--- config.mk ---
export PLATFORM = sky130hd
export DESIGN_NAME = olpfr_seq
export DESIGN_NICKNAME = d
export VERILOG_FILES = /design/src/olpfr_pkg.sv /design/src/olpfr_seq.sv
export SDC_FILE = /design/constraint.sdc
export NUM_CORES = 1
export LEC_CHECK = 0
export BUFFER_PORTS_ARGS = -buffer_cell sky130_fd_sc_hd__buf_2
export CORE_UTILIZATION = 38
export DETAILED_ROUTE_END_ITERATION = 8
export PLACE_DENSITY = 0.71
export SLEW_MARGIN = 20
export SYNTH_ARGS = -nofsm -noshare
export SYNTH_HDL_FRONTEND = slang
export SYNTH_SLANG_ARGS = --single-unit
--- constraint.sdc ---
create_clock -name aclk -period 3.7 [get_ports aclk]
set_input_delay 0 -clock aclk [delete_from_list [all_inputs] [get_ports aclk]]
set_output_delay 0 -clock aclk [all_outputs]
set_load 0.01 [all_outputs]
--- src/olpfr_pkg.sv ---
// ----------------------------------------------------------------------------
// olpfr_pkg
// Shared types, constants and the sequencer microcode table for the OLED
// page frame store and bus byte sequencer.
// ----------------------------------------------------------------------------
package olpfr_pkg;

    localparam int DEF_PANEL_WIDTH  = 128;
    localparam int DEF_PANEL_HEIGHT = 64;

    localparam int BYTE_W    = 8;
    localparam int CFG_IDX_W = 1;

    localparam logic [7:0] BUS_ADDR_RESET = 8'h78;
    localparam logic [7:0] CTRL_CMD_BYTE  = 8'h00;
    localparam logic [7:0] CTRL_DATA_BYTE = 8'h40;
    localparam logic [7:0] PAGE_CMD_BASE  = 8'hB0;
    localparam logic [7:0] COL_HI_BASE    = 8'h10;
    localparam logic [7:0] COL_LO_MASK    = 8'h0F;

    // configuration register indexes
    localparam logic [CFG_IDX_W-1:0] CFG_BUS_ADDR   = 1'b0;
    localparam logic [CFG_IDX_W-1:0] CFG_COL_OFFSET = 1'b1;

    typedef enum logic [1:0] {
        CMD_DRAW    = 2'd0,
        CMD_REFRESH = 2'd1,
        CMD_COMMAND = 2'd2,
        CMD_TICK    = 2'd3
    } cmd_t;

    // sequencer step counter (transfer phase)
    typedef enum logic [3:0] {
        STEP_IDLE   = 4'd0,
        STEP_C_ADDR = 4'd1,
        STEP_C_CTRL = 4'd2,
        STEP_C_CMD  = 4'd3,
        STEP_R_ADDR = 4'd4,
        STEP_R_CTRL = 4'd5,
        STEP_R_PAGE = 4'd6,
        STEP_R_HI   = 4'd7,
        STEP_R_LO   = 4'd8,
        STEP_D_ADDR = 4'd9,
        STEP_D_CTRL = 4'd10,
        STEP_D_DATA = 4'd11
    } step_t;

    typedef enum logic [2:0] {
        SRC_ADDR      = 3'd0,
        SRC_CTRL_CMD  = 3'd1,
        SRC_COMMAND   = 3'd2,
        SRC_PAGE      = 3'd3,
        SRC_COL_HI    = 3'd4,
        SRC_COL_LO    = 3'd5,
        SRC_CTRL_DATA = 3'd6,
        SRC_MEM       = 3'd7
    } src_t;

    typedef struct packed {
        logic  emit;
        src_t  src;
        logic  start;
        logic  stop;
        logic  col_clr;
        logic  last_jump;   // stay on this step until the last column
        step_t next_step;
    } ucode_t;

    typedef enum logic [1:0] {
        CTL_CLEAR   = 2'd0,
        CTL_IDLE    = 2'd1,
        CTL_DRAW_WR = 2'd2,
        CTL_EMIT    = 2'd3
    } ctl_state_t;

    typedef struct packed {
        logic load_refresh;
        logic load_command;
        logic advance;
    } seq_req_t;

    typedef struct packed {
        logic       busy;
        logic       emit;
        logic [7:0] bus_byte;
        logic       start_before;
        logic       stop_after;
    } seq_out_t;

    function automatic ucode_t uc_word(input src_t src, input logic start,
                                       input logic stop, input logic col_clr,
                                       input logic last_jump, input step_t nxt);
        ucode_t w;
        w.emit      = 1'b1;
        w.src       = src;
        w.start     = start;
        w.stop      = stop;
        w.col_clr   = col_clr;
        w.last_jump = last_jump;
        w.next_step = nxt;
        return w;
    endfunction

    function automatic ucode_t ucode_rom(input step_t s);
        ucode_t w;
        w = '0;
        w.next_step = STEP_IDLE;
        case (s)
            STEP_C_ADDR: w = uc_word(SRC_ADDR,      1'b1, 1'b0, 1'b0, 1'b0, STEP_C_CTRL);
            STEP_C_CTRL: w = uc_word(SRC_CTRL_CMD,  1'b0, 1'b0, 1'b0, 1'b0, STEP_C_CMD);
            STEP_C_CMD:  w = uc_word(SRC_COMMAND,   1'b0, 1'b1, 1'b0, 1'b0, STEP_IDLE);
            STEP_R_ADDR: w = uc_word(SRC_ADDR,      1'b1, 1'b0, 1'b0, 1'b0, STEP_R_CTRL);
            STEP_R_CTRL: w = uc_word(SRC_CTRL_CMD,  1'b0, 1'b0, 1'b0, 1'b0, STEP_R_PAGE);
            STEP_R_PAGE: w = uc_word(SRC_PAGE,      1'b0, 1'b0, 1'b0, 1'b0, STEP_R_HI);
            STEP_R_HI:   w = uc_word(SRC_COL_HI,    1'b0, 1'b0, 1'b0, 1'b0, STEP_R_LO);
            STEP_R_LO:   w = uc_word(SRC_COL_LO,    1'b0, 1'b1, 1'b0, 1'b0, STEP_D_ADDR);
            STEP_D_ADDR: w = uc_word(SRC_ADDR,      1'b1, 1'b0, 1'b0, 1'b0, STEP_D_CTRL);
            STEP_D_CTRL: w = uc_word(SRC_CTRL_DATA, 1'b0, 1'b0, 1'b1, 1'b0, STEP_D_DATA);
            STEP_D_DATA: w = uc_word(SRC_MEM,       1'b0, 1'b0, 1'b0, 1'b1, STEP_D_DATA);
            default: begin
                w = '0;
                w.next_step = STEP_IDLE;
            end
        endcase
        return w;
    endfunction

endpackage

--- src/olpfr_seq.sv ---
// ----------------------------------------------------------------------------
// olpfr_seq
// Microcoded bus byte sequencer: step counter, microcode table lookup,
// column counter, pending transfer registers and the byte source mux.
// ----------------------------------------------------------------------------
module olpfr_seq import olpfr_pkg::*; #(
    parameter int PANEL_WIDTH  = DEF_PANEL_WIDTH,
    parameter int PANEL_HEIGHT = DEF_PANEL_HEIGHT
) (
    input  logic                 aclk,
    input  logic                 aresetn,
    input  logic                 cfg_wr_en,
    input  logic [CFG_IDX_W-1:0] cfg_index,
    input  logic [7:0]           cfg_wdata,
    input  seq_req_t             req,
    input  logic [3:0]           page_number,
    input  logic [7:0]           command_value,
    input  logic [7:0]           mem_rdata,
    output logic [$clog2(PANEL_WIDTH*PANEL_HEIGHT/8)-1:0] rd_addr,
    output seq_out_t             seq_o
);

    localparam int DEPTH      = PANEL_WIDTH * PANEL_HEIGHT / 8;
    localparam int ADDR_W     = $clog2(DEPTH);
    localparam int SUM_W      = ADDR_W + 9;
    localparam int PAGE_COUNT = PANEL_HEIGHT / 8;
    localparam int PAGE_W     = (PAGE_COUNT > 1) ? $clog2(PAGE_COUNT) : 1;
    localparam int COL_W      = (PANEL_WIDTH > 1) ? $clog2(PANEL_WIDTH) : 1;

    step_t             step_reg, step_next;
    logic [COL_W-1:0]  col_reg, col_next;
    logic [PAGE_W-1:0] page_reg, page_next;
    logic [7:0]        command_reg, command_next;
    logic [7:0]        bus_addr_reg, bus_addr_next;
    logic [6:0]        col_off_reg, col_off_next;

    ucode_t uc;
    logic   last_col;

    assign uc       = ucode_rom(step_reg);
    assign last_col = (col_reg == COL_W'(PANEL_WIDTH - 1));

    always_comb begin
        step_next    = step_reg;
        col_next     = col_reg;
        page_next    = page_reg;
        command_next = command_reg;
        if (req.load_refresh) begin
            step_next = STEP_R_ADDR;
            page_next = PAGE_W'(page_number);
        end else if (req.load_command) begin
            step_next    = STEP_C_ADDR;
            command_next = command_value;
        end else if (req.advance) begin
            if (uc.last_jump && last_col) begin
                step_next = STEP_IDLE;
                col_next  = '0;
            end else begin
                step_next = uc.next_step;
                if (uc.col_clr) begin
                    col_next = '0;
                end else if (uc.last_jump) begin
                    col_next = col_reg + COL_W'(1);
                end
            end
        end
    end

    always_comb begin
        bus_addr_next = bus_addr_reg;
        col_off_next  = col_off_reg;
        if (cfg_wr_en) begin
            case (cfg_index)
                CFG_BUS_ADDR:   bus_addr_next = cfg_wdata;
                CFG_COL_OFFSET: col_off_next  = cfg_wdata[6:0];
                default: ;
            endcase
        end
    end

    always_ff @(posedge aclk) begin
        if (!aresetn) begin
            step_reg     <= STEP_IDLE;
            col_reg      <= '0;
            page_reg     <= '0;
            command_reg  <= '0;
            bus_addr_reg <= BUS_ADDR_RESET;
            col_off_reg  <= '0;
        end else begin
            step_reg     <= step_next;
            col_reg      <= col_next;
            page_reg     <= page_next;
            command_reg  <= command_next;
            bus_addr_reg <= bus_addr_next;
            col_off_reg  <= col_off_next;
        end
    end

    assign rd_addr = ADDR_W'(SUM_W'(page_reg) * SUM_W'(PANEL_WIDTH) + SUM_W'(col_reg));

    always_comb begin
        seq_o.busy         = (step_reg != STEP_IDLE);
        seq_o.emit         = uc.emit;
        seq_o.start_before = uc.start;
        seq_o.stop_after   = uc.stop | (uc.last_jump & last_col);
        case (uc.src)
            SRC_ADDR:      seq_o.bus_byte = bus_addr_reg;
            SRC_CTRL_CMD:  seq_o.bus_byte = CTRL_CMD_BYTE;
            SRC_COMMAND:   seq_o.bus_byte = command_reg;
            SRC_PAGE:      seq_o.bus_byte = PAGE_CMD_BASE + 8'(3'(page_reg));
            SRC_COL_HI:    seq_o.bus_byte = COL_HI_BASE | 8'(col_off_reg[6:4]);
            SRC_COL_LO:    seq_o.bus_byte = 8'(col_off_reg) & COL_LO_MASK;
            SRC_CTRL_DATA: seq_o.bus_byte = CTRL_DATA_BYTE;
            SRC_MEM:       seq_o.bus_byte = mem_rdata;
            default:       seq_o.bus_byte = '0;
        endcase
    end

endmodule

# --- After elaboration in Yosys (flattened, before gate mapping) ---
# Memory sizes are Yosys's and may differ from the RTL's.
# Index checks and enable logic that the tools add are counted.
# Widths: inputs -> output; s select.
op_classes:
  n_addsub: 3
  bitwise: 6
  eq_ne: 8
  reduce_logical: 12
  muxes: 8
ops:
  columns: ["operator", "n"]
  rows:
  - ["$pmux 8 s8", 1]
  - ["$mux 7", 3]
  - ["$eq 3x3->1 const B", 4]
  - ["$add 10x7->10", 1]
  - ["$mux 3", 3]
  - ["$add 8x3->8 const A", 1]
  - ["$add 7x1->7 const B", 1]
  - ["$eq 7x7->1 const B", 1]
  - ["$eq 3x2->1 const B", 2]
  - ["$reduce_and 2->1", 3]
  - ["$reduce_bool 3->1", 2]
  - ["$mux 4", 1]
  - ["$not 1->1", 4]
  - ["$reduce_and 4->1", 1]
  - ["$reduce_bool 4->1", 1]
  - ["$eq 3x1->1 const B", 1]
  - ["$logic_not 3->1", 1]
  - ["$reduce_or 3->1", 1]
  - ["$reduce_bool 2->1", 1]
  - ["$reduce_or 2->1", 1]
  - ["$and 1x1->1", 1]
  - ["$logic_and 1x1->1", 1]
  - ["$or 1x1->1", 1]
word_totals:
  mem_count: 1
  input_bits: 35
  elab_cells: 46
  register_bits: 37
  rom_bits: 192
  output_inout_bits: 22
mem_list:
  columns: ["name", "depth", "word_bits", "read_ports", "rd_ports_with_merged_regs", "wr", "line_no", "rtl"]
  rows:
  - ["(name not given)", 16, 12, 1, 0, 0, "olpfr_pkg.sv:108", "case (s)"]

# --- Longest topological paths before layout ---
# Gate-level depths: netlist (run 1).
logic_depth:
  ltp_word: 6
  depth_mapped: 7
  ltp_nobuf: 7

# --- Worst setup path before layout (run 1) ---
# OpenSTA, ideal clock, no wires.
synth_timing:
  path_kind: "reg2out"
  start: "reg step_reg[1]"
  end: "out seq_o[2] (netlist bit)"
  required_time_ps: 3700
  setup_slack_ps: 1582
  path_stages_with_launch: 8
  t_arrival_ps: 2118
  path_buffers: 0
  path_cell_list: "dfxtp_1 -> inv_1 -> ha_1 -> and3_1 -> a211o_1 -> and2_1 -> a221o_1 -> a221o_1"
synth_lines:
  columns: ["element", "line_no", "rtl"]
  rows:
  - ["from (decl)", "olpfr_seq.sv:30", "step_t step_reg, step_next;"]
  - ["from (signal assigned)", "olpfr_seq.sv:90", "step_reg <= step_next;"]
  - ["to (decl)", "olpfr_seq.sv:20", "output seq_out_t seq_o"]

==> results of run 1 <==
[routing by layer]
metal  share of wire, %  wire, um  vias up  track usage [%]
li1                   -         -     1041                -
met1                 46      2460      949             23.8
met2                 48      2580       59             31.8
met3                5.1       276        6             4.64
met4                1.0        55        0             6.35
met5                  0         0        -                0
[cell families after synthesis]
logic type | count (synthesis) | synth area share [%]
xor+xnor | 4 | 1.64
buf+inv | 21 | 4.46
mux | 16 | 7.87
flops | 37 | 34.8
compound gates | 61 | 22.0
fa+ha+maj | 7 | 4.11
simple gates | 109 | 25.1
[final cells by class]
class,instances,area [um^2]
Clock buffer,7,86.3
Fill cell,515,2500
Sequential cell,37,741
Tap cell,70,87.6
Inverter,8,30.0
Clock inverter,1,30.0
Timing Repair Buffer,74,465
Multi-Input combinational cell,197,1290
[per-stage QoR]
stage	instances	worst slack, ns	hold WS [ns]
after floorplan	255	1.58	0.124
after global placement	367	1.24	0.239
after detailed placement	367	1.21	0.240
after CTS	394	0.868	0.0578
after global routing	394	0.660	0.0886
final	394	0.879	0.0674
[power breakdown]
| part | leakage [nW] | total, mW | switching, mW | internal, mW |
|---|---|---|---|---|
| sequential | 0.302 | 0.428 | 0.0137 | 0.414 |
| clock | 0.0585 | 0.363 | 0.143 | 0.220 |
| combinational | 0.812 | 0.141 | 0.0695 | 0.0713 |
[cell usage in the layout, fill, tap and decap left out, types with 10 or more instances in the layout]
cell type,netlist,routed
buf_2,1,55
mux2i_1,13,13
dfxtp_1,37,37
nor2b_1,20,20
a21boi_0,13,13
nor2_1,15,15
o21ai_0,10,10
nand3_1,12,12
nand2_1,38,38
dlygate4sd3_1,0,19
[cells in the mapped netlist]
library cell,instances
nand2_1,38
dfxtp_1,37
nor2b_1,20
nor2_1,15
a21boi_0,13
mux2i_1,13
nand3_1,12
clkbuf_1,10
o21ai_0,10
a22o_1,9
inv_1,8
a221o_1,7
ha_1,7
and3_1,4
nand2b_1,4
nor3_1,4
xor2_1,4
a22oi_1,3
a31oi_1,3
a32oi_1,3
and2_1,3
nand4_1,3
a21oi_1,2
buf_6,2
mux2_2,2
nand3b_1,2
nor3b_1,2
o22ai_1,2
a211o_1,1
a211oi_1,1
a21o_1,1
a2bb2oi_2,1
buf_2,1
mux2_4,1
nor4_1,1
o211ai_1,1
o21a_1,1
o21ai_1,1
o21bai_1,1
o41ai_2,1
or4_1,1
[worst paths after layout]
check / end / slack (ns) / cells after the start
worst max-delay path: seq_o[5] / 0.88 / 8
worst max register to register: col_reg[5] / 1.46 / 5
worst min register to register: bus_addr_reg[1] / 0.47 / 2
worst min-delay path: step_reg[1] / 0.07 / 3
[timing repair]
| action | 4_1_cts | 5_1_grt |
|---|---|---|
| endpoints found under the hold margin | 26 | 0 |
| endpoints found under the setup margin | 0 | 0 |
| hold buffers | 19 | 0 |
[worst register-to-register path, delay by kind of cell (launching register included)]
family,cells,cell delay [ns]
DFF,1,0.78
xor gates and xnor gates,1,0.17
and+or+nand+nor,4,1.16
==> run_results.csv, run 1 <==
group,metric,value,unit
run,maxCapViolCount,0,
timing,slew_violations,0,
timing,finalCriticalPeriod,2.82,ns
timing,rsz0062_at_grt,"no",
floorplan,die_area,5910,um^2
critical_path,critPathBufInv,2,
outcome,status,"completed",
critical_path,critPathKind,"reg2out",
critical_path,cp_slowest_cell,"dfxtp_1",
timing,setup_tns,0,ns
synth,synth_cells,255,
critical_path,critPathLaunch,"step_reg[1]",
floorplan,core_area,5240,um^2
global_route,grt_pass1_vias,1945,
clock_tree,clock_latency,0.29,ns
drt,post_drt_wl_per_cell,13.6,um
floorplan,fp.dieH,76.9,um
drt,drt_pass1_iterations,4,
worst_hold_path,hold_path_class,"in2reg",
finish,final_util,52.2,%
global_route,grt_pass1_wl,8980,um
floorplan,ioPinCount,57,
power_and_ir_drop,vdd_drop_max,0.240,mV
placed_design,hpwl,3820,um
drt,drt-initial-drc-count,103,
synth,synth_area,2130,um^2
drt,wirelength,5380,um
finish,drive_gt1_share,20.7,%
critical_path,critPathTopFamily,"compound AO/OA/AOI/OAI gates",
drt,vias,2055,
clock_tree,postCtsResizedCells,0,
synth,ys_warn_count,0,
synth,syn_avg_cell_area,8.36,um^2
floorplan,rows,26,
power_and_ir_drop,powerDensity,341,nW/um^2
critical_path,crit_chain,"inv_1 -> ha_1 -> mux2_2 -> nor2_1 -> o21a_1 -> o21ai_1 -> a221o_1 -> buf_2",
critical_path,startpoint_type,"flop",
timing,worst_pin_slew,0.828,ns
global_route,gr-total-overflow,0,
timing,finalSetupViolCount,0,
clock_tree,postCtsSetupRepairBufs,0,
drt,drc,0,
power_and_ir_drop,total_power,0.931,mW
timing,fin_crit_sh,76.2,%
power_and_ir_drop,leakagePower,1.17,nW
timing,hold_viol_final,0,
clock_tree,cts_buffers,5,
finish,final_cell_area,2740,um^2
critical_path,arrival,2.82,ns
floorplan,die_width,76.9,um
finish,diodes,0,
global_route,grt_util_all_layers,19.1,%
critical_path,cpPeakStageDelay,0.50,ns
synth,ys_seq_elements,37,
floorplan,initial_utilization,40.7,%
clock_tree,cts_sinks,37,
clock_tree,htreeDepth,2,
synth,synth_fp_nets,297,
critical_path,worst_ep_required_time,3.70,ns
drt,vias_per_cell,5.22,
timing,slew-limit-headroom,44.6,%
timing,max_freq,0.355,GHz
clock_tree,cts_tree,"built",
synth,synth.area.top_cells,"dfxtp_1, nand2_1, mux2i_1",
finish,areaGrowthSynthToFinish,28.4,%
clock_tree,cts-root-buf,"clkbuf_8",
clock_tree,clkTransAtPathRegs,0.07,ns
global_route,antenna_found_initial,0,
synth,synth_top_area_cell,"dfxtp_1",
placed_design,gp_congestion,0.832,
synth,yosysSeqAreaShare,34.8,%
critical_path,critPathMaxFanout,9,
placed_design,port_buffers,55,
global_route,grt_max_degree,33,
placed_design,dpl-instance-area,2430,um^2
timing,finClkSkew,0.00255,ns
critical_path,r2r_start,"step_reg[3]",
finish,fin_nets,365,
clock_tree,clockBufferDepth,2,
drt,ant_nets,0,
synth,yosysUniqueCellTypes,41,
worst_hold_path,min-delay-start,"req[0]",
synth,synth_top_area_share,34.8,%
critical_path,end_kind,"output pin",
No activity file was read; power rests on OpenSTA's default activity.
==> inputs of run 2 (changes only) <==
--- a/config.mk
+++ b/config.mk
@@ -5,6 +5,7 @@
 export SDC_FILE = /design/constraint.sdc
 export NUM_CORES = 1
 export LEC_CHECK = 0
+export ABC_AREA = 1
 export BUFFER_PORTS_ARGS = -buffer_cell sky130_fd_sc_hd__buf_2
 export CORE_UTILIZATION = 38
 export DETAILED_ROUTE_END_ITERATION = 8
==> constraint.sdc (replaced) <==
create_clock -name aclk -period 2.82 [get_ports aclk]
set_input_delay 0 -clock aclk [delete_from_list [all_inputs] [get_ports aclk]]
set_output_delay 0 -clock aclk [all_outputs]
set_load 0.01 [all_outputs]
==> run_results.csv, run 2 <==
group,metric,value,unit
placed_design,placedCellCount,439,
run,maxCapViolCount,0,
synth,netlist_top_cells_count,"nor2_1, nand2_1, dfxtp_1",
global_route,grt_max_degree,32,
synth,synth_fp_nets,361,
timing,finClkSkew,0.00987,ns
synth,synth_area,2160,um^2
finish,final_cell_mix,"nor2_1, nand2_1, buf_2",
placed_design,hpwl,3970,um
outcome,status,"completed",
drt,drt-initial-drc-count,145,
drt,wirelength,5530,um
drt,vias,2328,
power_and_ir_drop,seqPwrFrac,45.5,%
synth,syn_avg_cell_area,6.78,um^2
timing,finalSetupViolCount,0,
placed_design,port_buffers,55,
synth,synth.area.top_cells,"dfxtp_1, nor2_1, nand2_1",
clock_tree,cts_buffers,5,
timing,holdWs,0.0151,ns
synth,synth.most_common_cell,"nor2_1",
power_and_ir_drop,p_comb_share,16.1,%
worst_hold_path,hold_path_end,"step_reg[0]",
power_and_ir_drop,vdd_drop_max,0.380,mV
clock_tree,postCtsResizedCells,0,
synth,synth_ff_type,"dfxtp_1",
global_route,grt_pass1_wl,9520,um
synth,synth_cells,319,
power_and_ir_drop,switching_share,25.9,%
floorplan,die_width,77.5,um
drt,drt_pass1_iterations,4,
synth,synth_top_area_share,34.2,%
floorplan,ioPinCount,57,
power_and_ir_drop,internal-power,0.923,mW
critical_path,r2r_end,"col_reg[5]",
clock_tree,cts_sinks,37,
drt,post_drt_wl_per_cell,11.9,um
clock_tree,cts_tree,"built",
timing,fin_crit_sh,80.4,%
floorplan,core_area,5510,um^2
power_and_ir_drop,netSwitchingPower,0.323,mW
finish,multi_input_area,1260,um^2
critical_path,startpoint_type,"flop",
worst_hold_path,min_path_cells,3,
clock_tree,clockBufferDepth,2,
power_and_ir_drop,powerDensity,448,nW/um^2
global_route,antenna_found_initial,0,
finish,mostFrequentLayoutCell,"nor2_1",
synth,async_flop_share,0,%
critical_path,r2r_start,"step_reg[0]",
synth,ys_seq_elements,37,
clock_tree,clock_latency,0.28,ns
synth,yosysSeqAreaShare,34.2,%
timing,worst_pin_slew,0.558,ns
synth,synth-edff-count,0,
power_and_ir_drop,clockPowerShare,38.4,%
drt,vias_per_cell,5.00,
power_and_ir_drop,leakagePower,1.34,nW
worst_hold_path,min-delay-start,"req[1]",
drt,drc,0,
floorplan,fp.dieH,77.5,um
finish,diodes,0,
drt,ant_nets,0,
critical_path,critPathKind,"reg2out",
timing,max_freq,0.441,GHz
synth,synth_top_area_cell,"dfxtp_1",
floorplan,die_area,6000,um^2
timing,finalCriticalPeriod,2.27,ns
finish,areaGrowthSynthToFinish,28.5,%
critical_path,end_kind,"output pin",
clock_tree,htreeDepth,2,
global_route,gr-total-overflow,0,
worst_hold_path,hold_path_class,"in2reg",
timing,rsz0062_at_grt,"no",
global_route,grt_util_all_layers,19.4,%
critical_path,critPathMaxFanout,15,
finish,drive_gt1_share,22.8,%
finish,fin_nets,435,
clock_tree,clkTransAtPathRegs,0.08,ns
critical_path,r2r_cells,9,
finish,fillCellCount,562,
floorplan,rows,27,
finish,seqCellArea,741,um^2
synth,yosysUniqueCellTypes,28,
finish,fin_cells,466,
timing,hold_viol_final,0,
critical_path,arrival,2.27,ns
timing,slew_violations,0,
synth,ys_warn_count,0,
timing,setup_tns,0,ns
global_route,grt_pass1_vias,2160,
critical_path,r2r_setup_slack,1.05,ns
critical_path,worst_ep_required_time,2.82,ns
clock_tree,cts-root-buf,"clkbuf_8",
floorplan,initial_utilization,39.3,%
timing,slew-limit-headroom,62.7,%
placed_design,gp_congestion,0.877,
run 2: changes by cell type after synthesis, sizes merged, moves of 7 or more:
cell | previous run | this run
a21boi | 13 | 1
inv | 8 | 27
nor2b | 20 | 0
nand3 | 12 | 30
a22o | 9 | 0
a21oi | 2 | 16
clkbuf | 10 | 3
nor2 | 15 | 68
nand4 | 3 | 20
a221o | 7 | 0
o21ai | 11 | 32
mux2i | 13 | 0
nand2 | 38 | 66
run 2: layout make-up:
class,instances,share of cell area [%]
multi-input combinational,248,45.5
tap,72,3.24
timing repair buffer,74,16.7
clock inverter,1,1.08
inverter,27,3.65
clock buffer,7,3.11
sequential,37,26.7
run 2: power groups by stage:
stage                     clock network [mW]  registers [mW]  logic, mW
after floorplan                            0           0.574      0.118
after global placement                     0           0.579      0.177
after detailed placement                   0           0.579      0.179
after CTS                              0.485           0.567      0.200
after global routing                   0.511           0.571      0.226
final                                  0.478           0.567      0.201
run 2: worst max-delay path: stages, from the launching register on:
cell and delay [ns]:
dfxtp_1 0.47, ha_1 0.33, nor2_2 0.06, nand2_2 0.07, nand2_2 0.06, nor2_4 0.35, nand3_4 0.21, inv_2 0.11
nand2_1 0.05, nand2_1 0.05, inv_1 0.04, nand2_1 0.06, buf_2 0.12
run 2: metrics by stage:
step	total power, mW	utilization (%)	instance area, um^2	worst slack, ns
4_1_cts	1.25	50.5	2780	0.569
2_1_floorplan	0.691	-	2160	1.21
6_report	1.25	50.5	2780	0.553
3_3_place_gp	0.755	44.9	2470	0.918
5_1_grt	1.31	50.5	2780	0.364
3_5_place_dp	0.758	44.9	2470	0.897
run 2: worst max path at each step:
stage | from | end | slack [ns]
after floorplan | step_reg[0] | seq_o[2] | 1.21
after global placement | step_reg[1] | seq_o[9] | 0.92
after detailed placement | step_reg[1] | seq_o[7] | 0.90
after CTS | step_reg[1] | seq_o[7] | 0.57
after global routing | step_reg[1] | seq_o[7] | 0.36
final | step_reg[1] | seq_o[7] | 0.55
run 2: what timing repair did:
action,4_1_cts,5_1_grt
hold buffers,19,0
hold endpoints to repair,21,0
endpoints found under the setup margin,0,0
buffers inserted,0,0
run 2: cell families (layout without fill, tap and decap cells):
family	after synthesis	after routing	synth area share (%)
compound gates	51	51	12.8
xor+xnor	1	1	0.405
fa+ha+maj	7	7	4.05
buf+inv	34	109	7.29
flops	37	37	34.2
simple gates	189	189	41.2
run 2: layer usage:
metal | up-vias | wire (um) | part of all wire (%) | track usage [%]
met1 | 1020 | 2620 | 47 | 24.8
met4 | 0 | 129 | 2.3 | 8.49
met2 | 80 | 2510 | 45 | 31.3
li1 | 1214 | - | - | -
met5 | - | 0 | 0 | 0
met3 | 14 | 274 | 5.0 | 4.00
==> inputs of run 3 (changes only) <==
--- a/config.mk
+++ b/config.mk
@@ -5,7 +5,7 @@
 export SDC_FILE = /design/constraint.sdc
 export NUM_CORES = 1
 export LEC_CHECK = 0
-export ABC_AREA = 1
+export ABC_AREA = 0
 export BUFFER_PORTS_ARGS = -buffer_cell sky130_fd_sc_hd__buf_2
 export CORE_UTILIZATION = 38
 export DETAILED_ROUTE_END_ITERATION = 8
==> constraint.sdc (replaced) <==
create_clock -name aclk -period 2.3 [get_ports aclk]
set_input_delay 0 -clock aclk [delete_from_list [all_inputs] [get_ports aclk]]
set_output_delay 0 -clock aclk [all_outputs]
set_load 0.01 [all_outputs]
==> run_results.csv, run 3 (synthesized netlist as in run 1, its figures left out) <==
group,metric,value,unit
critical_path,cpPeakStageDelay,0.39,ns
power_and_ir_drop,powerDensity,480,nW/um^2
floorplan,ioPinCount,57,
clock_tree,cts_sinks,37,
timing,max_freq,0.424,GHz
finish,seqCellArea,749,um^2
clock_tree,clock_latency,0.29,ns
drt,drt-initial-drc-count,85,
global_route,grt_pass1_wl,9490,um
global_route,grt_util_all_layers,20.5,%
finish,diodes,0,
power_and_ir_drop,leakagePower,1.27,nW
drt,ant_nets,0,
global_route,grt_pass1_vias,2079,
clock_tree,htreeDepth,2,
global_route,gr-total-overflow,0,
placed_design,dpl-instance-area,2550,um^2
timing,fin_crit_sh,103,%
drt,drc,0,
finish,final_cell_area,2940,um^2
finish,final_util,56.2,%
critical_path,critPathBufInv,1,
placed_design,hpwl,4180,um
timing,finalSetupViolCount,2,
critical_path,worst_ep_required_time,2.30,ns
critical_path,startpoint_type,"flop",
critical_path,end_kind,"output pin",
outcome,violations,"negative setup slack",
drt,dr_wl_met2,2870,um
critical_path,arrival,2.36,ns
finish,multi_input_area,1370,um^2
critical_path,critPathTopFamily,"compound AO/OA/AOI/OAI gates",
drt,met3_wirelength,295,um
floorplan,die_area,5910,um^2
finish,final_cell_mix,"buf_2, nand2_1, dfxtp_1",
finish,drive_gt1_share,30.0,%
power_and_ir_drop,vdd_drop_max,0.330,mV
drt,vias,2157,
timing,slew_violations,0,
global_route,grt_max_degree,33,
clock_tree,clkTransAtPathRegs,0.07,ns
floorplan,initial_utilization,40.7,%
clock_tree,clockBufferDepth,2,
timing,rsz0062_at_grt,"yes",
clock_tree,cts_buffers,5,
clock_tree,cts_tree,"built",
critical_path,crit_chain,"ha_4 -> mux2_2 -> mux2_4 -> a22o_1 -> a221o_1 -> a221o_1 -> buf_2",
placed_design,port_buffers,55,
placed_design,dp_slack,0.0477,ns
floorplan,rows,26,
critical_path,cp_slowest_cell,"dfxtp_4",
placed_design,gp_congestion,0.832,
floorplan,core_area,5240,um^2
placed_design,placedCellCount,383,
timing,hold_viol_final,0,
timing,finClkSkew,0.00123,ns
finish,areaGrowthSynthToFinish,38.1,%
timing,finalCriticalPeriod,2.36,ns
drt,post_drt_wl_per_cell,14.4,um
outcome,status,"finished with violations",
worst_hold_path,hold_path_class,"in2reg",
clock_tree,cts-root-buf,"clkbuf_8",
drt,top_layer,"met4",
drt,drt_pass1_iterations,4,
finish,fin_cells,413,
timing,holdWs,0.0630,ns
drt,vias_per_cell,5.22,
critical_path,critPathMostFrequentCell,"a221o_1",
drt,wl_met1,2590,um
finish,mostFrequentLayoutCell,"buf_2",
drt,wirelength,5930,um
timing,worst_slack,-0.0595,ns
critical_path,critPathMaxFanout,7,
global_route,antenna_found_initial,0,
finish,fillCellCount,481,
floorplan,die_width,76.9,um
critical_path,critPathKind,"reg2out",
timing,worst_pin_slew,0.585,ns
timing,slew-limit-headroom,60.6,%
run,maxCapViolCount,0,
finish,fin_nets,385,
floorplan,fp.dieH,76.9,um
[run 3: final timing paths]
kind                        start              end  slack [ns]  cells past startpoint
setup reg to reg      step_reg[2]       col_reg[0]        0.15                      6
hold reg to reg   bus_addr_reg[1]  bus_addr_reg[1]        0.47                      2
setup / recovery      step_reg[1]         seq_o[3]       -0.06                      7
hold / removal             req[0]      step_reg[1]        0.06                      3
[run 3: metal layers]
layer	vias up	track usage (%)
li1	1084	-
met1	983	24.3
met2	72	33.8
met3	18	5.60
met4	0	10.6
met5	-	0
[run 3: where the power goes]
group / total [mW] / internal (mW) / leakage, nW / switching (mW)
Combinational: 0.256 / 0.132 / 0.924 / 0.124
Clock: 0.472 / 0.237 / 0.0433 / 0.235
Sequential: 0.685 / 0.665 / 0.304 / 0.0203
[run 3: layout make-up]
type                            instances  share of cell area [%]
Clock buffer                            6                    2.81
Tap cell                               70                    2.98
Timing Repair Buffer                   94                    20.9
Multi-Input combinational cell        197                    46.4
Sequential cell                        37                    25.5
Clock inverter                          1                   0.255
Inverter                                8                    1.19
[run 3: metrics by stage]
step	TNS, ns	total power [mW]
floorplan	0	0.826
global placement	0	0.911
CTS	-0.109	1.42
detailed placement	0	0.916
finish	-0.116	1.41
global route	-0.321	1.48
[run 3: what timing repair did]
| item | 4_1_cts | 5_1_grt |
|---|---|---|
| pin swaps | 8 | 7 |
| endpoints found under the setup margin | 8 | 5 |
| hold buffers | 19 | 0 |
| setup buffers | 4 | 0 |
| hold endpoints to repair | 26 | 0 |
| gates cloned | 0 | 0 |
| gates resized for setup | 17 | 7 |
[run 3: worst reg2reg max path, delay by kind of cell (launching register included)]
family / cells / cell delay (ns)
buffers and inverters: 1 / 0.22
and+or+nand+nor: 3 / 0.94
AOI/OAI and AO/OA: 1 / 0.40
DFF: 1 / 0.40
muxes: 1 / 0.13
